===== src/rtl/fdpll_pkg.sv =====
`default_nettype none

package fdpll_pkg;

	// Widths of the time base and of the item fields.
	localparam int TIME_BITS = 32;
	localparam int PERIOD_W  = 13;
	localparam int NOM_W     = 12;
	localparam int TOL_W     = 6;
	localparam int CELLS_W   = 8;
	localparam int BIN_W     = 4;
	localparam int ACTION_W  = 2;
	localparam int IVAL_W    = 16;
	localparam int CFG_IDX_W = 1;
	localparam int CFG_DATA_W = 12;
	localparam int S_TDATA_W = 24;
	localparam int M_TDATA_W = 24;

	// Serial divider: whole cells first, then the slot bits of the remainder.
	localparam int DIV_STEPS = TIME_BITS + BIN_W;
	localparam int CNT_W     = $clog2(DIV_STEPS);

	// One percent of nominal as a reciprocal multiply: floor(n * 1311 / 2^17).
	localparam int STEP_MUL_W = 11;
	localparam logic [STEP_MUL_W-1:0] STEP_MUL = STEP_MUL_W'(1311);
	localparam int STEP_SHIFT = 17;
	localparam int STEP_W     = NOM_W + STEP_MUL_W - STEP_SHIFT;
	localparam int TOLSTEP_W  = TOL_W + STEP_W;

	// Register reset values.
	localparam logic [NOM_W-1:0] NOM_RESET = NOM_W'(200);
	localparam logic [TOL_W-1:0] TOL_RESET = TOL_W'(6);

	// Slot thresholds and counter limits of the loop filter.
	localparam logic [BIN_W-1:0] SLOT_LOCK_LO  = BIN_W'(7);
	localparam logic [BIN_W-1:0] SLOT_LOCK_HI  = BIN_W'(8);
	localparam logic [BIN_W-1:0] SLOT_EARLY_HI = BIN_W'(6);
	localparam logic [BIN_W-1:0] SLOT_LATE_LO  = BIN_W'(9);
	localparam logic [BIN_W-1:0] SLOT_FAR_EARLY = BIN_W'(3);
	localparam logic [BIN_W-1:0] SLOT_FAR_LATE  = BIN_W'(12);
	localparam logic [1:0] COUNT_LIMIT = 2'd3;
	localparam logic [1:0] PHASE_LIMIT = 2'd2;

	// Window edge distance in sixteenths of a cell, weak and strong rows.
	localparam logic [3:0] EDGE_TAB [2][16] = '{
		'{4'd12, 4'd12, 4'd11, 4'd11, 4'd10, 4'd10, 4'd9, 4'd9,
		  4'd8, 4'd8, 4'd7, 4'd7, 4'd6, 4'd6, 4'd5, 4'd5},
		'{4'd13, 4'd13, 4'd12, 4'd12, 4'd11, 4'd11, 4'd10, 4'd9,
		  4'd8, 4'd7, 4'd6, 4'd6, 4'd5, 4'd5, 4'd4, 4'd4}
	};

	// Register indexes of the configuration port.
	localparam logic [CFG_IDX_W-1:0] REG_NOMINAL   = 1'b0;
	localparam logic [CFG_IDX_W-1:0] REG_TOLERANCE = 1'b1;

	typedef enum logic [ACTION_W-1:0] {
		ACT_FLUX    = 2'd0,
		ACT_RESTART = 2'd1,
		ACT_SYNC    = 2'd2,
		ACT_NONE    = 2'd3
	} action_t;

	typedef enum logic [2:0] {
		ST_IDLE,
		ST_CHECK,
		ST_DIV,
		ST_UPDATE,
		ST_EDGE
	} state_t;

	typedef struct packed {
		logic                 start;
		logic [TIME_BITS-1:0] dividend;
		logic [PERIOD_W-1:0]  divisor;
	} div_req_t;

	typedef struct packed {
		logic               done;
		logic [CELLS_W-1:0] cells;
		logic [BIN_W-1:0]   bin;
	} div_res_t;

	function automatic logic [3:0] edge_mult(input logic row, input logic [BIN_W-1:0] slot);
		edge_mult = EDGE_TAB[row][slot];
	endfunction

endpackage

`default_nettype wire


===== src/rtl/fdpll_div.sv =====
`default_nettype none

// Restoring divider, one quotient bit per cycle. The first TIME_BITS bits
// give the whole cells (saturated to eight bits), the last four bits give
// the slot, sixteen times the remainder over the divisor.
module fdpll_div (
	input  wire logic                clk,
	input  wire logic                arst_n,
	input  wire fdpll_pkg::div_req_t req,
	output fdpll_pkg::div_res_t      res
);

	logic                                busy_q;
	logic                                done_q;
	logic [fdpll_pkg::CNT_W-1:0]         cnt_q;
	logic [fdpll_pkg::TIME_BITS-1:0]     dvd_q;
	logic [fdpll_pkg::PERIOD_W-1:0]      div_q;
	logic [fdpll_pkg::PERIOD_W-1:0]      rem_q;
	logic [fdpll_pkg::CELLS_W-1:0]       cells_q;
	logic                                sat_q;
	logic [fdpll_pkg::BIN_W-1:0]         bin_q;

	logic                                int_phase;
	logic                                in_bit;
	logic [fdpll_pkg::PERIOD_W:0]        trial;
	logic [fdpll_pkg::PERIOD_W:0]        diff;
	logic                                q_bit;
	logic [fdpll_pkg::PERIOD_W-1:0]      rem_next;

	// One trial subtraction per cycle.
	always_comb begin
		int_phase = cnt_q < fdpll_pkg::CNT_W'(fdpll_pkg::TIME_BITS);
		in_bit    = int_phase ? dvd_q[fdpll_pkg::TIME_BITS-1] : 1'b0;
		trial     = {rem_q, in_bit};
		diff      = trial - {1'b0, div_q};
		q_bit     = trial >= {1'b0, div_q};
		rem_next  = q_bit ? diff[fdpll_pkg::PERIOD_W-1:0] : trial[fdpll_pkg::PERIOD_W-1:0];
	end

	// Sequencing of the divide.
	always_ff @(posedge clk or negedge arst_n) begin
		if (!arst_n) begin
			busy_q <= 1'b0;
			done_q <= 1'b0;
			cnt_q  <= '0;
		end else if (req.start) begin
			busy_q <= 1'b1;
			done_q <= 1'b0;
			cnt_q  <= '0;
		end else if (busy_q) begin
			cnt_q <= cnt_q + 1'b1;
			if (cnt_q == fdpll_pkg::CNT_W'(fdpll_pkg::DIV_STEPS - 1)) begin
				busy_q <= 1'b0;
				done_q <= 1'b1;
			end
		end else begin
			done_q <= 1'b0;
		end
	end

	// Operand and quotient shift registers.
	always_ff @(posedge clk) begin
		if (req.start) begin
			dvd_q   <= req.dividend;
			div_q   <= req.divisor;
			rem_q   <= '0;
			cells_q <= '0;
			sat_q   <= 1'b0;
			bin_q   <= '0;
		end else if (busy_q) begin
			dvd_q <= {dvd_q[fdpll_pkg::TIME_BITS-2:0], 1'b0};
			rem_q <= rem_next;
			if (int_phase) begin
				sat_q   <= sat_q | cells_q[fdpll_pkg::CELLS_W-1];
				cells_q <= {cells_q[fdpll_pkg::CELLS_W-2:0], q_bit};
			end else begin
				bin_q <= {bin_q[fdpll_pkg::BIN_W-2:0], q_bit};
			end
		end
	end

	assign res = '{
		done:  done_q,
		cells: sat_q ? {fdpll_pkg::CELLS_W{1'b1}} : cells_q,
		bin:   bin_q
	};

endmodule

`default_nettype wire


===== src/rtl/floppy_flux_dpll.sv =====
`default_nettype none

// Channel   Direction  Payload (lowest bit first)
// s_axis    in         action[1:0], interval[17:2], zero fill to 24 bits
// m_axis    out        empty_cells[7:0], cell_period[20:8], zero fill to 24 bits
// cfg       in         cfg_we, cfg_index (0 nominal, 1 tolerance), cfg_data
//
// A flux interval passes from acceptance through the window check, the
// bit-serial divider (32 whole-cell bits, then 4 slot bits), the hand-over of
// the quotient, the loop filter and the next window edge, which waits for a
// free output register before it writes the result. Restart, sync and unused
// actions give no result; nor does an interval that lands before the window edge.
// A result waits in the output register while the next item is accepted.
// Reset is asynchronous and puts the loop in hunting at the reset nominal cell.
module floppy_flux_dpll (
	input  wire logic                             clk,
	input  wire logic                             arst_n,
	input  wire logic                             s_axis_tvalid,
	output logic                                  s_axis_tready,
	input  wire logic [fdpll_pkg::S_TDATA_W-1:0]  s_axis_tdata,  // action, interval
	output logic                                  m_axis_tvalid,
	input  wire logic                             m_axis_tready,
	output logic [fdpll_pkg::M_TDATA_W-1:0]       m_axis_tdata,  // empty_cells, cell_period
	input  wire logic                             cfg_we,
	input  wire logic [fdpll_pkg::CFG_IDX_W-1:0]  cfg_index,
	input  wire logic [fdpll_pkg::CFG_DATA_W-1:0] cfg_data
);

	fdpll_pkg::state_t                   state_q, state_d;

	logic [fdpll_pkg::NOM_W-1:0]         nom_q;
	logic [fdpll_pkg::TOL_W-1:0]         tol_q;
	logic [fdpll_pkg::STEP_W-1:0]        step_q;
	logic [fdpll_pkg::TOLSTEP_W-1:0]     tolstep_q;

	logic [fdpll_pkg::TIME_BITS-1:0]     time_q;
	logic [fdpll_pkg::TIME_BITS-1:0]     edge_q;
	logic [fdpll_pkg::PERIOD_W-1:0]      period_q;
	logic                                speed_q;
	logic                                hunt_q;
	logic [1:0]                          run_q;
	logic [1:0]                          fe_q;
	logic [1:0]                          fl_q;
	logic [1:0]                          pc_q;
	logic                                row_q;
	logic [fdpll_pkg::BIN_W-1:0]         bin_q;
	logic [fdpll_pkg::CELLS_W-1:0]       cells_q;

	logic                                out_valid_q;
	logic [fdpll_pkg::M_TDATA_W-1:0]     out_data_q;

	fdpll_pkg::action_t                  in_action;
	logic [fdpll_pkg::IVAL_W-1:0]        in_ival;
	logic                                in_accept;
	logic                                out_free;
	logic [fdpll_pkg::TIME_BITS-1:0]     sum;
	logic                                early;
	logic                                restart_now;
	logic [fdpll_pkg::TIME_BITS-1:0]     rs_edge;
	logic                                behind;
	logic [fdpll_pkg::PERIOD_W-1:0]      eff;
	logic [fdpll_pkg::NOM_W+fdpll_pkg::STEP_MUL_W-1:0] step_prod;
	logic                                lo_ok;
	logic [fdpll_pkg::PERIOD_W-1:0]      lim_hi;
	logic [fdpll_pkg::PERIOD_W+3:0]      edge_prod;

	logic                                upd_speed;
	logic [1:0]                          upd_run;
	logic [1:0]                          upd_fe;
	logic [1:0]                          upd_fl;
	logic [1:0]                          upd_pc;
	logic [fdpll_pkg::PERIOD_W-1:0]      upd_period;
	logic                                upd_row;
	logic                                change;

	logic                                div_start;
	fdpll_pkg::div_req_t                 div_req;
	fdpll_pkg::div_res_t                 div_res;

	fdpll_div u_div (
		.clk    (clk),
		.arst_n (arst_n),
		.req    (div_req),
		.res    (div_res)
	);

	// Input decode and the early test on the running transition time.
	always_comb begin
		in_action   = fdpll_pkg::action_t'(s_axis_tdata[1:0]);
		in_ival     = s_axis_tdata[fdpll_pkg::ACTION_W +: fdpll_pkg::IVAL_W];
		in_accept   = s_axis_tvalid && s_axis_tready;
		out_free    = !out_valid_q || m_axis_tready;
		sum         = time_q + fdpll_pkg::TIME_BITS'(in_ival);
		early       = hunt_q && (sum < edge_q);
		restart_now = in_accept && ((in_action == fdpll_pkg::ACT_RESTART) ||
			((in_action == fdpll_pkg::ACT_FLUX) && early));
		rs_edge     = fdpll_pkg::TIME_BITS'(in_ival) + fdpll_pkg::TIME_BITS'(nom_q >> 1);
		behind      = time_q < edge_q;
		eff         = (period_q == '0) ? fdpll_pkg::PERIOD_W'(1) : period_q;
		step_prod   = nom_q * fdpll_pkg::STEP_MUL;
		edge_prod   = fdpll_pkg::edge_mult(row_q, bin_q) * eff;
	end

	// Divider request: gap behind the window edge over the effective period.
	assign div_req = '{
		start:    div_start,
		dividend: time_q - edge_q,
		divisor:  eff
	};

	// Period bounds from the configured nominal and tolerance.
	always_comb begin
		lim_hi = fdpll_pkg::PERIOD_W'({1'b0, nom_q} + {1'b0, tolstep_q});
		lo_ok  = (nom_q >= tolstep_q) &&
			(period_q > fdpll_pkg::PERIOD_W'(nom_q - tolstep_q));
	end

	// Loop filter: counters, frequency step and phase table row for this slot.
	always_comb begin
		upd_speed  = speed_q;
		upd_run    = run_q;
		upd_fe     = fe_q;
		upd_fl     = fl_q;
		upd_pc     = pc_q;
		upd_period = period_q;
		upd_row    = 1'b1;
		change     = 1'b0;
		if ((bin_q < fdpll_pkg::SLOT_LOCK_LO) || (bin_q > fdpll_pkg::SLOT_LOCK_HI)) begin
			if (((bin_q <= fdpll_pkg::SLOT_EARLY_HI) && !upd_speed) ||
				((bin_q >= fdpll_pkg::SLOT_LATE_LO) && upd_speed)) begin
				upd_speed = !upd_speed;
				upd_pc    = 2'd0;
				upd_run   = 2'd0;
			end
			upd_run = upd_run + 2'd1;
			change  = upd_run >= fdpll_pkg::COUNT_LIMIT;
			if (!change && (bin_q < fdpll_pkg::SLOT_FAR_EARLY)) begin
				upd_fe = upd_fe + 2'd1;
				change = upd_fe >= fdpll_pkg::COUNT_LIMIT;
			end
			if (!change && (bin_q > fdpll_pkg::SLOT_FAR_LATE)) begin
				upd_fl = upd_fl + 2'd1;
				change = upd_fl >= fdpll_pkg::COUNT_LIMIT;
			end
			if (change) begin
				if (upd_speed && lo_ok) begin
					upd_period = period_q - fdpll_pkg::PERIOD_W'(step_q);
				end else if (!upd_speed && (period_q < lim_hi)) begin
					upd_period = period_q + fdpll_pkg::PERIOD_W'(step_q);
				end
				upd_row = 1'b0;
				upd_run = 2'd0;
				upd_pc  = 2'd0;
				upd_fe  = 2'd0;
				upd_fl  = 2'd0;
			end else begin
				upd_pc = upd_pc + 2'd1;
				if (upd_pc >= fdpll_pkg::PHASE_LIMIT) begin
					upd_row = 1'b0;
					upd_pc  = 2'd0;
				end
			end
		end
	end

	// State register.
	always_ff @(posedge clk or negedge arst_n) begin
		if (!arst_n) begin
			state_q <= fdpll_pkg::ST_IDLE;
		end else begin
			state_q <= state_d;
		end
	end

	// Next state, input ready and divider start.
	always_comb begin
		state_d       = state_q;
		s_axis_tready = 1'b0;
		div_start     = 1'b0;
		unique case (state_q)
			fdpll_pkg::ST_IDLE: begin
				s_axis_tready = 1'b1;
				if (s_axis_tvalid && (in_action == fdpll_pkg::ACT_FLUX)) begin
					state_d = fdpll_pkg::ST_CHECK;
				end
			end
			fdpll_pkg::ST_CHECK: begin
				if (behind) begin
					state_d = fdpll_pkg::ST_IDLE;
				end else begin
					div_start = 1'b1;
					state_d   = fdpll_pkg::ST_DIV;
				end
			end
			fdpll_pkg::ST_DIV: begin
				if (div_res.done) begin
					state_d = fdpll_pkg::ST_UPDATE;
				end
			end
			fdpll_pkg::ST_UPDATE: begin
				state_d = fdpll_pkg::ST_EDGE;
			end
			fdpll_pkg::ST_EDGE: begin
				if (out_free) begin
					state_d = fdpll_pkg::ST_IDLE;
				end
			end
			default: begin
				state_d = fdpll_pkg::ST_IDLE;
			end
		endcase
	end

	// Configuration registers.
	always_ff @(posedge clk or negedge arst_n) begin
		if (!arst_n) begin
			nom_q <= fdpll_pkg::NOM_RESET;
			tol_q <= fdpll_pkg::TOL_RESET;
		end else if (cfg_we) begin
			unique case (cfg_index)
				fdpll_pkg::REG_NOMINAL:   nom_q <= cfg_data[fdpll_pkg::NOM_W-1:0];
				fdpll_pkg::REG_TOLERANCE: tol_q <= cfg_data[fdpll_pkg::TOL_W-1:0];
				default: ;
			endcase
		end
	end

	// Frequency step and tolerance span, registered from the configured nominal and tolerance.
	always_ff @(posedge clk) begin
		step_q    <= step_prod[fdpll_pkg::STEP_SHIFT +: fdpll_pkg::STEP_W];
		tolstep_q <= tol_q * step_q;
	end

	// Loop state.
	always_ff @(posedge clk or negedge arst_n) begin
		if (!arst_n) begin
			time_q   <= '0;
			edge_q   <= fdpll_pkg::TIME_BITS'(fdpll_pkg::NOM_RESET >> 1);
			period_q <= fdpll_pkg::PERIOD_W'(fdpll_pkg::NOM_RESET);
			speed_q  <= 1'b0;
			hunt_q   <= 1'b1;
			run_q    <= '0;
			fe_q     <= '0;
			fl_q     <= '0;
			pc_q     <= '0;
		end else begin
			if (restart_now) begin
				time_q   <= fdpll_pkg::TIME_BITS'(in_ival);
				edge_q   <= rs_edge;
				period_q <= fdpll_pkg::PERIOD_W'(nom_q);
				speed_q  <= 1'b0;
				run_q    <= '0;
				fe_q     <= '0;
				fl_q     <= '0;
				pc_q     <= '0;
			end else if (in_accept && (in_action == fdpll_pkg::ACT_FLUX)) begin
				time_q <= sum;
			end
			if (in_accept && (in_action == fdpll_pkg::ACT_RESTART)) begin
				hunt_q <= 1'b1;
			end else if (in_accept && (in_action == fdpll_pkg::ACT_SYNC)) begin
				hunt_q <= 1'b0;
			end
			if (state_q == fdpll_pkg::ST_UPDATE) begin
				period_q <= upd_period;
				speed_q  <= upd_speed;
				run_q    <= upd_run;
				fe_q     <= upd_fe;
				fl_q     <= upd_fl;
				pc_q     <= upd_pc;
			end
			if ((state_q == fdpll_pkg::ST_EDGE) && out_free) begin
				edge_q <= time_q + fdpll_pkg::TIME_BITS'(edge_prod[fdpll_pkg::PERIOD_W+3:4]);
			end
		end
	end

	// Divider results and the phase table row.
	always_ff @(posedge clk) begin
		if ((state_q == fdpll_pkg::ST_DIV) && div_res.done) begin
			bin_q   <= div_res.bin;
			cells_q <= div_res.cells;
		end
		if (state_q == fdpll_pkg::ST_UPDATE) begin
			row_q <= upd_row;
		end
	end

	// Output register: holds a result until its transaction completes.
	always_ff @(posedge clk or negedge arst_n) begin
		if (!arst_n) begin
			out_valid_q <= 1'b0;
		end else if ((state_q == fdpll_pkg::ST_EDGE) && out_free) begin
			out_valid_q <= 1'b1;
		end else if (m_axis_tready) begin
			out_valid_q <= 1'b0;
		end
	end

	always_ff @(posedge clk) begin
		if ((state_q == fdpll_pkg::ST_EDGE) && out_free) begin
			out_data_q <= fdpll_pkg::M_TDATA_W'({period_q, cells_q});
		end
	end

	assign m_axis_tvalid = out_valid_q;
	assign m_axis_tdata  = out_data_q;

endmodule

`default_nettype wire


===== config.mk =====
export PLATFORM = sky130hd
export DESIGN_NAME = floppy_flux_dpll
export DESIGN_NICKNAME = d
export VERILOG_FILES = /design/src/rtl/fdpll_pkg.sv /design/src/rtl/fdpll_div.sv /design/src/rtl/floppy_flux_dpll.sv
export SDC_FILE = /design/constraint.sdc
export NUM_CORES = 1
export LEC_CHECK = 0
export BUFFER_PORTS_ARGS = -buffer_cell sky130_fd_sc_hd__buf_2
export CAP_MARGIN = 20
export CORE_ASPECT_RATIO = 0.6
export CORE_MARGIN = 2
export CORE_UTILIZATION = 58
export DETAILED_ROUTE_END_ITERATION = 8
export GPL_TIMING_DRIVEN = 0
export PLACE_DENSITY_LB_ADDON = 0.12
export SETUP_SLACK_MARGIN = 0.15
export SLEW_MARGIN = 20
export SYNTH_ARGS = -nofsm -noshare
export SYNTH_HDL_FRONTEND = slang
export SYNTH_HIERARCHICAL = 1
export SYNTH_SLANG_ARGS = --single-unit

===== constraint.sdc =====
create_clock -name clk -period 6 [get_ports clk]
set_input_delay 1.2 -clock clk [delete_from_list [all_inputs] [get_ports clk]]
set_output_delay 1.2 -clock clk [all_outputs]
set_load 0.01 [all_outputs]

==> results of run 1 <==
-- sequential cells by signal (all words and copies together) (netlist names), 8 cells and up --
register,flops
edge_q,32
time_q,32
u_div/dvd_q,32
m_axis_tdata,21
period_q,13
u_div/div_q,13
u_div/rem_q,13
nom_q,12
tolstep_q,12
cells_q,8
u_div/cells_q,8
-- repair_timing --
action,in CTS,in global routing
endpoints found under the setup margin,86,116
resized for setup,142,88
cloned,1,1
pin swaps,64,79
setup buffers,52,23
-- through the flow --
stage	instances	TNS, ps	setup slack [ps]
floorplan	2428	0	161
global placement	2999	-125930	-1830
detailed placement	3001	-137270	-2040
CTS	3101	-385	-46.4
global route	3125	-8390	-417
finish	3125	-3960	-263
-- layout by cell type, fill, tap and decap left out, types with 26 or more instances in the layout --
| master | n |
|---|---|
| inv_1 | 246 |
| nor3_1 | 30 |
| clkbuf_1 | 55 |
| dfrtp_1 | 90 |
| ha_1 | 300 |
| o21ai_0 | 84 |
| a21oi_1 | 134 |
| fa_1 | 85 |
| nand3_1 | 42 |
| a21o_1 | 50 |
| and2_1 | 40 |
| nand2b_1 | 32 |
| dfxtp_1 | 44 |
| edfxtp_1 | 79 |
| nor2b_1 | 37 |
| buf_2 | 63 |
| buf_4 | 70 |
| mux2_2 | 51 |
| nand2_1 | 193 |
| xnor2_1 | 101 |
| clkbuf_16 | 27 |
| o21a_1 | 26 |
| nor2_1 | 155 |
| xor2_1 | 62 |
-- kinds of logic after synthesis --
group / after synthesis / synth area share
AOI/OAI and AO/OA: 533 / 0.157
xor gates and xnor gates: 172 / 0.0680
adders and majority gates: 398 / 0.253
buffers and inverters: 337 / 0.0593
DFF: 240 / 0.278
muxes: 77 / 0.0378
other: 1 / 0.000168
and+or+nand+nor: 668 / 0.146
-- cells in the mapped netlist (all sizes together) (14+ instances only) --
| cell type | instances | share of area |
|---|---|---|
| xnor2 | 109 | 0.043 |
| and2 | 40 | 0.011 |
| xor2 | 63 | 0.025 |
| o21ai | 106 | 0.024 |
| a31oi | 25 | 0.0070 |
| edfxtp | 79 | 0.11 |
| mux2i | 20 | 0.0090 |
| nor3 | 39 | 0.0088 |
| ha | 310 | 0.17 |
| and3 | 20 | 0.0057 |
| o21bai | 24 | 0.0081 |
| nand4 | 19 | 0.0053 |
| a21o | 50 | 0.017 |
| dfrtp | 105 | 0.12 |
| inv | 250 | 0.042 |
| nand3 | 44 | 0.0099 |
| or2 | 14 | 0.0039 |
| nor2b | 39 | 0.011 |
| o21a | 27 | 0.0091 |
| a22o | 15 | 0.0059 |
| nor2 | 161 | 0.027 |
| buf | 19 | 0.0055 |
| mux2 | 57 | 0.029 |
| a21oi | 160 | 0.037 |
| nand2 | 204 | 0.034 |
| fa | 88 | 0.079 |
| a211oi | 24 | 0.0081 |
| clkbuf | 67 | 0.011 |
| dfxtp | 44 | 0.040 |
| nand2b | 33 | 0.0093 |
-- final cells by class --
cell class / instances / share of cell area
timing repair buffer: 137 / 0.0392
inverter: 250 / 0.0365
tap: 513 / 0.0249
multi-input combinational: 1851 / 0.606
buffer: 86 / 0.0178
sequential: 240 / 0.242
clock buffer: 33 / 0.0274
clock inverter: 15 / 0.00675
-- path summary, 6_finish.rpt --
path / endpoint / from / depth (start not counted)
max in group asynchronous: nom_q[6] / arst_n / 2
min in group asynchronous: edge_q[29] / arst_n / 1
worst min-delay path: m_axis_tdata[3] / cells_q[3] / 0
worst min register to register: m_axis_tdata[3] / cells_q[3] / 0
worst max register to register: edge_q[29] / period_q[2] / 25
worst max-delay path: edge_q[29] / period_q[2] / 25
-- metal layers --
layer / vias to the layer above / global-route usage
li1: 8773 / -
met1: 9101 / 0.465
met2: 762 / 0.424
met3: 82 / 0.0893
met4: 0 / 0.0509
met5: - / 0
==> flow_metrics.py, run 1 <==
metrics = {
    "logic_synthesis": {
        "synth_area_per_cell_um2": 9.18,
        "synth-main-ff-cell": "dfrtp_1",
        "yosys_register_bits": 240,
        "synth_sequential_area_ratio": 0.278,
        "syn-instance-count": 2426,
        "mappedNetlistArea_um2": 22300,
        "ys_async_sr_fraction": 0.488,
        "synth-edff-count": 79,
        "yosys_warnings": 6,
        "yosys.cell_types.count": 93,
    },
    "final_layout": {
        "final_nets": 3032,
        "layout-drive-gt1-share": 0.170,
        "num_antenna_cells": 0,
        "syn_to_final_growth_pct": 15.8,
        "ff_latch_area_um2": 6230,
        "fillCellCount": 2927,
        "multiInputGateArea_um2": 15600,
        "design_area_um2": 25800,
        "fin_util": 0.682,
    },
    "clock_tree": {
        "cts_inserted_buffers": 26,
        "tritoncts": "done",
        "cts_root_buf": "clkbuf_16",
        "clkTransAtPathRegs_ps": 70,
        "cts_h_tree_depth": 1,
        "post_cts_hold_buffer_count": 0,
        "clock_insertion_delay_worst_skew_ps": 570,
        "clock_path_buffers": 3,
        "cts_num_sinks": 240,
    },
    "run_status": {
        "outcome": "finished, violations left",
        "violations_in_the_final_reports": "negative setup slack",
    },
    "routing": {
        "drc": 0,
        "drt_iter0_drc": 1751,
        "routed-wl-met2_um": 25000,
        "drt-vias-per-instance": 5.99,
        "wl_met3_um": 6610,
        "route.layer.met1.wl_um": 29700,
        "dr_total_vias": 18700,
        "dr.pass1.iters": 6,
        "wl_um": 62200,
        "route.top_layer_used": "met4",
        "route.detailed.wl_per_inst_um": 19.9,
        "post_drt_antenna_nets": 0,
    },
    "worst_setup_path": {
        "crit_family": "compound AO/OA/AOI/OAI gates",
        "cp_slowest_cell": "or4_4",
        "timing.setup.critical_path_class": "flop to flop",
        "cp.arrival_ps": 6730,
        "cp_num_buf_inv": 3,
        "reg2reg_slack_ps": -260,
        "max_stage_delay_ps": 570,
        "worstSetupStartpointType": "flop",
        "critPathMaxFanout": 5,
        "kind_of_capture_point_of_the_worst_setup_path": "flop",
        "critPathRequiredTime_ps": 6470,
    },
    "placement": {
        "dp.final_hpwl_um": 45800,
        "detailed_place.area_um2": 23300,
        "gpl.final_weighted_congestion": 0.895,
        "portBuffers": 58,
    },
    "floorplanning": {
        "core-area_um2": 37800,
        "die-area_um2": 40000,
        "height_of_the_die_um": 156,
        "row_count": 55,
        "ioPinCount": 68,
        "die_width_um": 257,
        "start_util": 0.590,
    },
    "global_route": {
        "first_pass_grt_wire_length_um": 96100,
        "maximum_number_of_pins_on_one_net_before_global_route_repair": 60,
        "number_of_global_route_vias_before_repair": 17600,
        "grt_antenna_before_repair": 0,
        "grt_usage": 0.304,
        "gr-total-overflow": 0,
    },
    "sta": {
        "worst_slew_margin_rel": 0.310,
        "least_margin_pin_slew_ps": 1040,
        "timing.final.max_slew_violations": 0,
        "finalSetupViolations": 19,
        "final-hold-violation-count": 0,
        "clock-skew-final_ps": 20.1,
        "final.hold.worst_slack_ps": 418,
        "setup_repair_after_global_routing_missed_its_margin": "true",
        "period_minus_slack_ps": 6260,
        "post-route-worst-setup-slack_ps": -263,
        "finalCritPeriodShare": 1.04,
        "fmax_mhz": 160,
    },
    "hold_path": {
        "worstHoldPathType": "flop to flop",
    },
    "run": {
        "cap_violations": 0,
    },
}
Power of run 1 is not shown: default switching activity piles up to over one toggle a cycle in this logic, so the estimate is an artifact.
==> inputs of run 2 (changes only) <==
Settings changed: SYNTH_HIERARCHICAL 1 to default.
==> run 2 against run 1 <==
  * Critical path depth is 3 higher
  * Worst hold slack better by 0.75 ps
  * Cell area shrank 2.2%
  * Clock-buffer cell count down 4
  * Critical endpoint is now edge_q[22]
  * Die area is 1.4% lower
  * The flow still finishes with violations (negative setup slack)
==> flow_metrics.py, run 2 <==
metrics = {
    "run_status": {
        "outcome": "finished, violations left",
        "violations_in_the_final_reports": "negative setup slack",
    },
    "pwr": {
        "vdd_drop_max_mv": 0.312,
        "internal_power_uw": 7160,
        "power_leakage_uw": 0.0118,
        "switching_share": 0.472,
        "power_frac_comb": 0.662,
        "seqPwrFrac": 0.211,
        "power.density_cell_area_nw_per_um2": 539,
        "power_switching_uw": 6420,
        "share_clk_of_total_power": 0.127,
    },
    "clock_tree": {
        "clock_insertion_delay_worst_skew_ps": 570,
        "cts_h_tree_depth": 1,
        "cts_root_buf": "clkbuf_16",
        "cts_num_sinks": 240,
        "cts_inserted_buffers": 27,
        "clkTransAtPathRegs_ps": 70,
        "tritoncts": "done",
        "clock_path_buffers": 3,
    },
    "logic_synthesis": {
        "synth_area_per_cell_um2": 9.01,
        "yosys_warnings": 0,
        "yosysMostFrequentCell": "ha_1",
        "synth-edff-count": 79,
        "yosys_register_bits": 240,
        "synth.top_cell.area_share": 0.177,
        "synthTopCellsByArea": "ha_1, dfrtp_1, edfxtp_1",
        "synth.largest_area_cell": "ha_1",
        "synth_sequential_area_ratio": 0.282,
        "mappedNetlistArea_um2": 22000,
        "synth-main-ff-cell": "dfrtp_1",
        "yosys.cell_types.count": 90,
        "syn-instance-count": 2438,
        "ys_async_sr_fraction": 0.488,
        "synth_top_cells_by_count": "ha_1, inv_1, nand2_1",
    },
    "sta": {
        "timing.final.max_slew_violations": 0,
        "least_margin_pin_slew_ps": 899,
        "final-hold-violation-count": 0,
        "finalCritPeriodShare": 1.02,
        "final.hold.worst_slack_ps": 419,
        "fmax_mhz": 163,
        "clock-skew-final_ps": 29.2,
        "period_minus_slack_ps": 6130,
        "finalSetupViolations": 15,
        "post-route-worst-setup-slack_ps": -132,
        "fin_setup_tns_ps": -751,
        "setup_repair_after_global_routing_missed_its_margin": "true",
        "worst_slew_margin_rel": 0.395,
    },
    "global_route": {
        "maximum_number_of_pins_on_one_net_before_global_route_repair": 65,
        "number_of_global_route_vias_before_repair": 17600,
        "gr-total-overflow": 0,
        "first_pass_grt_wire_length_um": 94600,
        "grt_antenna_before_repair": 2,
        "grt_usage": 0.306,
    },
    "final_layout": {
        "design_area_um2": 25200,
        "largest_registers": "edge_q x32, time_q x32, u_div.dvd_q x32",
        "num_antenna_cells": 0,
        "fin_util": 0.672,
        "layout-drive-gt1-share": 0.152,
        "final_common_cell": "ha_1",
        "final_nets": 3032,
        "syn_to_final_growth_pct": 14.8,
        "layout_common_cells": "ha_1, inv_1, nand2_1, nor2_1, a21oi_1",
    },
    "worst_setup_path": {
        "cp.arrival_ps": 6550,
        "reg2reg_to": "edge_q[22]",
        "max_stage_delay_ps": 500,
        "critPathMaxFanout": 6,
        "cp_slowest_cell": "fa_1",
        "rr_startpoint": "bin_q[1]",
        "worstSetupStartpointType": "flop",
        "kind_of_capture_point_of_the_worst_setup_path": "flop",
        "critPathRequiredTime_ps": 6420,
        "reg2reg_depth": 28,
        "timing.setup.critical_path_class": "flop to flop",
        "reg2reg_slack_ps": -130,
    },
    "placement": {
        "gpl.final_weighted_congestion": 0.912,
        "detailed_place.area_um2": 23000,
        "portBuffers": 58,
        "dp.final_hpwl_um": 45400,
    },
    "routing": {
        "dr_total_vias": 18300,
        "dr.pass1.iters": 6,
        "drt_iter0_drc": 1559,
        "route.detailed.wl_per_inst_um": 19.3,
        "post_drt_antenna_nets": 0,
        "drt-vias-per-instance": 5.86,
        "drc": 0,
        "wl_um": 60400,
    },
    "floorplanning": {
        "die_width_um": 255,
        "row_count": 55,
        "height_of_the_die_um": 155,
        "ioPinCount": 68,
        "die-area_um2": 39500,
        "start_util": 0.586,
        "core-area_um2": 37500,
    },
    "run": {
        "cap_violations": 0,
    },
    "hold_path": {
        "timing.hold.worst.start": "cells_q[7]",
        "timing.hold.worst_endpoint": "m_axis_tdata[7]",
        "hold-path-cell-count": 0,
        "worstHoldPathType": "flop to flop",
    },
}
==> run 2: cell families after synthesis <==
family          count (synthesis)  synth area share
compound gates                565             0.161
xor+xnor                      179            0.0714
fa+ha+maj                     398             0.257
buf+inv                       331            0.0595
flops                         240             0.282
mux                            41            0.0202
other cells                     1          0.000171
simple gates                  683             0.148
==> run 2: metrics by stage <==
stage | total power [µW] | setup WS [ps] | std cells
finish | 13600 | -132 | 3125
global route | 14800 | -342 | 3125
global placement | 10700 | -1060 | 3011
CTS | 13100 | 17.6 | 3098
detailed placement | 11000 | -1270 | 3013
floorplan | 8870 | 143 | 2440
==> run 2: layer usage <==
layer  up-vias  part of all wire  track usage
li1       8750                 -            -
met2       657              0.40        0.422
met4         2             0.018       0.0593
met1      8792              0.49        0.474
met5         -           0.00022            0
met3        99             0.096       0.0840
==> run 2: cell type report <==
class,count,area (µm²)
inverters,242,912
multi-input cells,1869,15200
plain buffers,88,433
clock buffers,29,683
flip-flops and latches,240,6230
well taps,513,642
repair buffers,124,867
clock inverters,20,209
fillers,3053,12300
==> run 2: how the worst max path moves through the flow <==
stage          cells after the start          to     start  slack, ps
3_3_place_gp                      28  edge_q[18]  bin_q[1]      -1060
4_1_cts                           28  edge_q[22]  bin_q[1]         20
2_1_floorplan                     27  edge_q[22]  bin_q[1]        140
6_report                          28  edge_q[22]  bin_q[1]       -130
5_1_grt                           29  edge_q[22]  bin_q[1]       -340
3_5_place_dp                      28  edge_q[22]  bin_q[1]      -1270
==> run 2: power groups by stage <==
stage / registers [µW] / logic [µW] / clock network [µW]
after detailed placement: 2870 / 8110 / 0
after floorplan: 2630 / 6240 / 0
after global placement: 2860 / 7800 / 0
after CTS: 2840 / 8550 / 1740
after global routing: 2920 / 10100 / 1800
final: 2870 / 8990 / 1720
==> run 2: what timing repair did <==
action                                  in CTS  in global routing
setup buffers                               37                 27
resized for setup                          119                 75
pin swaps                                   43                 49
endpoints found under the setup margin      38                 85
hold buffers                                 0                  0
==> run 2: worst max-delay path: cells and delay by family, from the launching register on <==
kind,cells,cell delay [ps]
AO/OA/AOI/OAI,8,1640
XOR/XNOR,1,200
adder cells (fa/ha/maj),4,1430
buffers and inverters,6,840
flip-flops,1,400
AND/OR/NAND/NOR,9,1470
(Power assumes the default switching activity.)
==> inputs of run 3 (changes only) <==
Settings changed: ABC_AREA from default to 1, CORE_UTILIZATION 58 to 59, SYNTH_HIERARCHICAL from default to 1.
==> run 3 against run 2 <==
  * The flow now finishes without violations
  * Sequential share of layout area decreased by 0.70 points
  * Synthesized area increased by 8.3%
  * Final cell count increased by 24%
  * Critical path type unchanged
==> flow_metrics.py, run 3 <==
metrics = {
    "run_status": {
        "outcome": "complete, no violations",
    },
    "routing": {
        "wl_met3_um": 9760,
        "wl_um": 72600,
        "dr_total_vias": 22300,
        "route.detailed.wl_per_inst_um": 18.8,
        "route.layer.met1.wl_um": 35500,
        "drt_iter0_drc": 2280,
        "dr.pass1.iters": 6,
        "post_drt_antenna_nets": 0,
        "route.top_layer_used": "met4",
        "routed-wl-met2_um": 26400,
        "drt-vias-per-instance": 5.77,
        "drc": 0,
    },
    "global_route": {
        "grt_antenna_before_repair": 1,
        "maximum_number_of_pins_on_one_net_before_global_route_repair": 89,
        "grt_usage": 0.343,
        "number_of_global_route_vias_before_repair": 20100,
        "first_pass_grt_wire_length_um": 113000,
        "gr-total-overflow": 0,
    },
    "sta": {
        "clock-skew-final_ps": 24.9,
        "period_minus_slack_ps": 5580,
        "final-hold-violation-count": 0,
        "fin_setup_tns_ps": 0,
        "timing.final.max_slew_violations": 0,
        "least_margin_pin_slew_ps": 978,
        "setup_repair_after_global_routing_missed_its_margin": "true",
        "finalSetupViolations": 0,
        "finalCritPeriodShare": 0.930,
        "fmax_mhz": 179,
        "worst_slew_margin_rel": 0.346,
    },
    "floorplanning": {
        "height_of_the_die_um": 160,
        "start_util": 0.604,
        "ioPinCount": 68,
        "core-area_um2": 39400,
        "die_width_um": 263,
        "die-area_um2": 42000,
        "row_count": 56,
    },
    "clock_tree": {
        "post_cts_hold_buffer_count": 0,
        "clkTransAtPathRegs_ps": 60,
        "clock_insertion_delay_worst_skew_ps": 580,
        "clock_path_buffers": 3,
        "cts_h_tree_depth": 1,
        "tritoncts": "done",
        "cts_inserted_buffers": 27,
        "cts_root_buf": "clkbuf_16",
        "cts_num_sinks": 240,
    },
    "final_layout": {
        "final_standard_cell_count_with_taps_included_and_fillers_excluded": 3870,
        "syn_to_final_growth_pct": 8.74,
        "layout_common_cells": "nand2_1, inv_1, ha_1, nor2_1, a21oi_1",
        "final_common_cell": "nand2_1",
        "layout-drive-gt1-share": 0.0726,
        "final_nets": 3764,
        "largest_registers": "edge_q x32, time_q x32, u_div/dvd_q x32",
    },
    "logic_synthesis": {
        "synth_top_cells_by_count": "nand2_1, inv_1, ha_1",
        "yosys_warnings": 6,
        "yosysMostFrequentCell": "nand2_1",
        "synthTopCellsByArea": "ha_1, nand2_1, dfrtp_1",
        "yosys.cell_types.count": 62,
        "synth.largest_area_cell": "ha_1",
        "mappedNetlistArea_um2": 23800,
        "ys_async_sr_fraction": 0.488,
        "synth-edff-count": 79,
        "synth.top_cell.area_share": 0.163,
        "synth_area_per_cell_um2": 7.36,
        "synth_sequential_area_ratio": 0.260,
        "yosys_register_bits": 240,
        "synth-main-ff-cell": "dfrtp_1",
        "syn-instance-count": 3233,
    },
    "placement": {
        "dp.final_hpwl_um": 58500,
        "portBuffers": 58,
        "gpl.final_weighted_congestion": 1.03,
        "post-place-cells": 3816,
    },
    "worst_setup_path": {
        "critPathMaxFanout": 9,
        "cp_slowest_cell": "dfrtp_1",
        "crit_family": "simple AND/OR/NAND/NOR gates",
        "worstSetupStartpointType": "flop",
        "max_stage_delay_ps": 600,
        "timing.setup.critical_path_class": "flop to flop",
        "cp.arrival_ps": 6090,
        "kind_of_capture_point_of_the_worst_setup_path": "flop",
        "critPathRequiredTime_ps": 6510,
        "cp_num_buf_inv": 3,
        "critical-path-top-cell-by-count": "nand2_1",
    },
    "run": {
        "cap_violations": 0,
    },
    "hold_path": {
        "worstHoldPathType": "flop to flop",
    },
}
run 3: cell types whose count changed in the layout (fill, tap and decap cells not counted), sizes merged, moves of 33 or more:
cell,delta
and2,-47
inv,+270
nor2b,-33
xnor2,-75
a21o,-39
nand3,+152
buf,-69
nor2,+75
nand2,+653
run 3: area by class of cell:
type                            count  area [µm²]
Antenna cell                        3        7.51
Multi-Input combinational cell   2408       15400
Inverter                          511        1920
Clock buffer                       38         767
Buffer                             76         423
Tap cell                          522         653
Sequential cell                   240        6210
Timing Repair Buffer               60         335
Fill cell                        3438       13500
Clock inverter                     12         154
run 3: worst paths after layout:
kind | from | endpoint | slack [ps] | cells after the start
max reg2reg | period_q[11] | edge_q[29] | 420 | 30
max in group asynchronous | arst_n | period_q[3] | 4690 | 2
min | cells_q[6] | m_axis_tdata[6] | 420 | 0
min in group asynchronous | arst_n | edge_q[26] | 470 | 1
max | period_q[11] | edge_q[29] | 420 | 30
min reg2reg | cells_q[6] | m_axis_tdata[6] | 420 | 0
run 3: logic make-up after synthesis:
logic type	after synthesis	synth area share
flip-flops	240	0.260
adder cells (fa/ha/maj)	398	0.237
AND/OR/NAND/NOR	1425	0.253
multiplexers	1	0.000473
other	1	0.000158
XOR/XNOR	116	0.0427
buffers and inverters	587	0.0981
AO/OA/AOI/OAI	465	0.108
run 3: worst register-to-register path: cells and delay by family, from the launching register on:
family / cells / cell delay [ps]
simple gates: 21 / 2460
compound gates: 2 / 460
buf+inv: 3 / 310
flops: 1 / 600
fa+ha+maj: 4 / 1700
run 3: what timing repair did:
item                       in CTS  in global routing
setup buffers                   0                  1
hold endpoints to repair        0                  0
gates resized for setup        10                 50
setup endpoints to repair      21                 31
pin swaps                       0                  3
run 3: routing by layer:
metal | up-vias | GRT usage
li1 | 10600 | -
met1 | 10500 | 0.564
met2 | 1143 | 0.435
met3 | 80 | 0.102
met4 | 0 | 0.0491
met5 | - | 0
run 3: stage by stage:
stage | utilization | instance area [µm²] | hold WS, ps | setup slack, ps
finish | 0.657 | 25900 | 418 | 422
global route | 0.657 | 25900 | 425 | 98.2
CTS | 0.653 | 25700 | 420 | 159
detailed placement | 0.629 | 24800 | 405 | -470
global placement | 0.628 | 24700 | 401 | -437
floorplan | - | 23800 | 400 | 867
Power of run 3 is left out for the same reason.
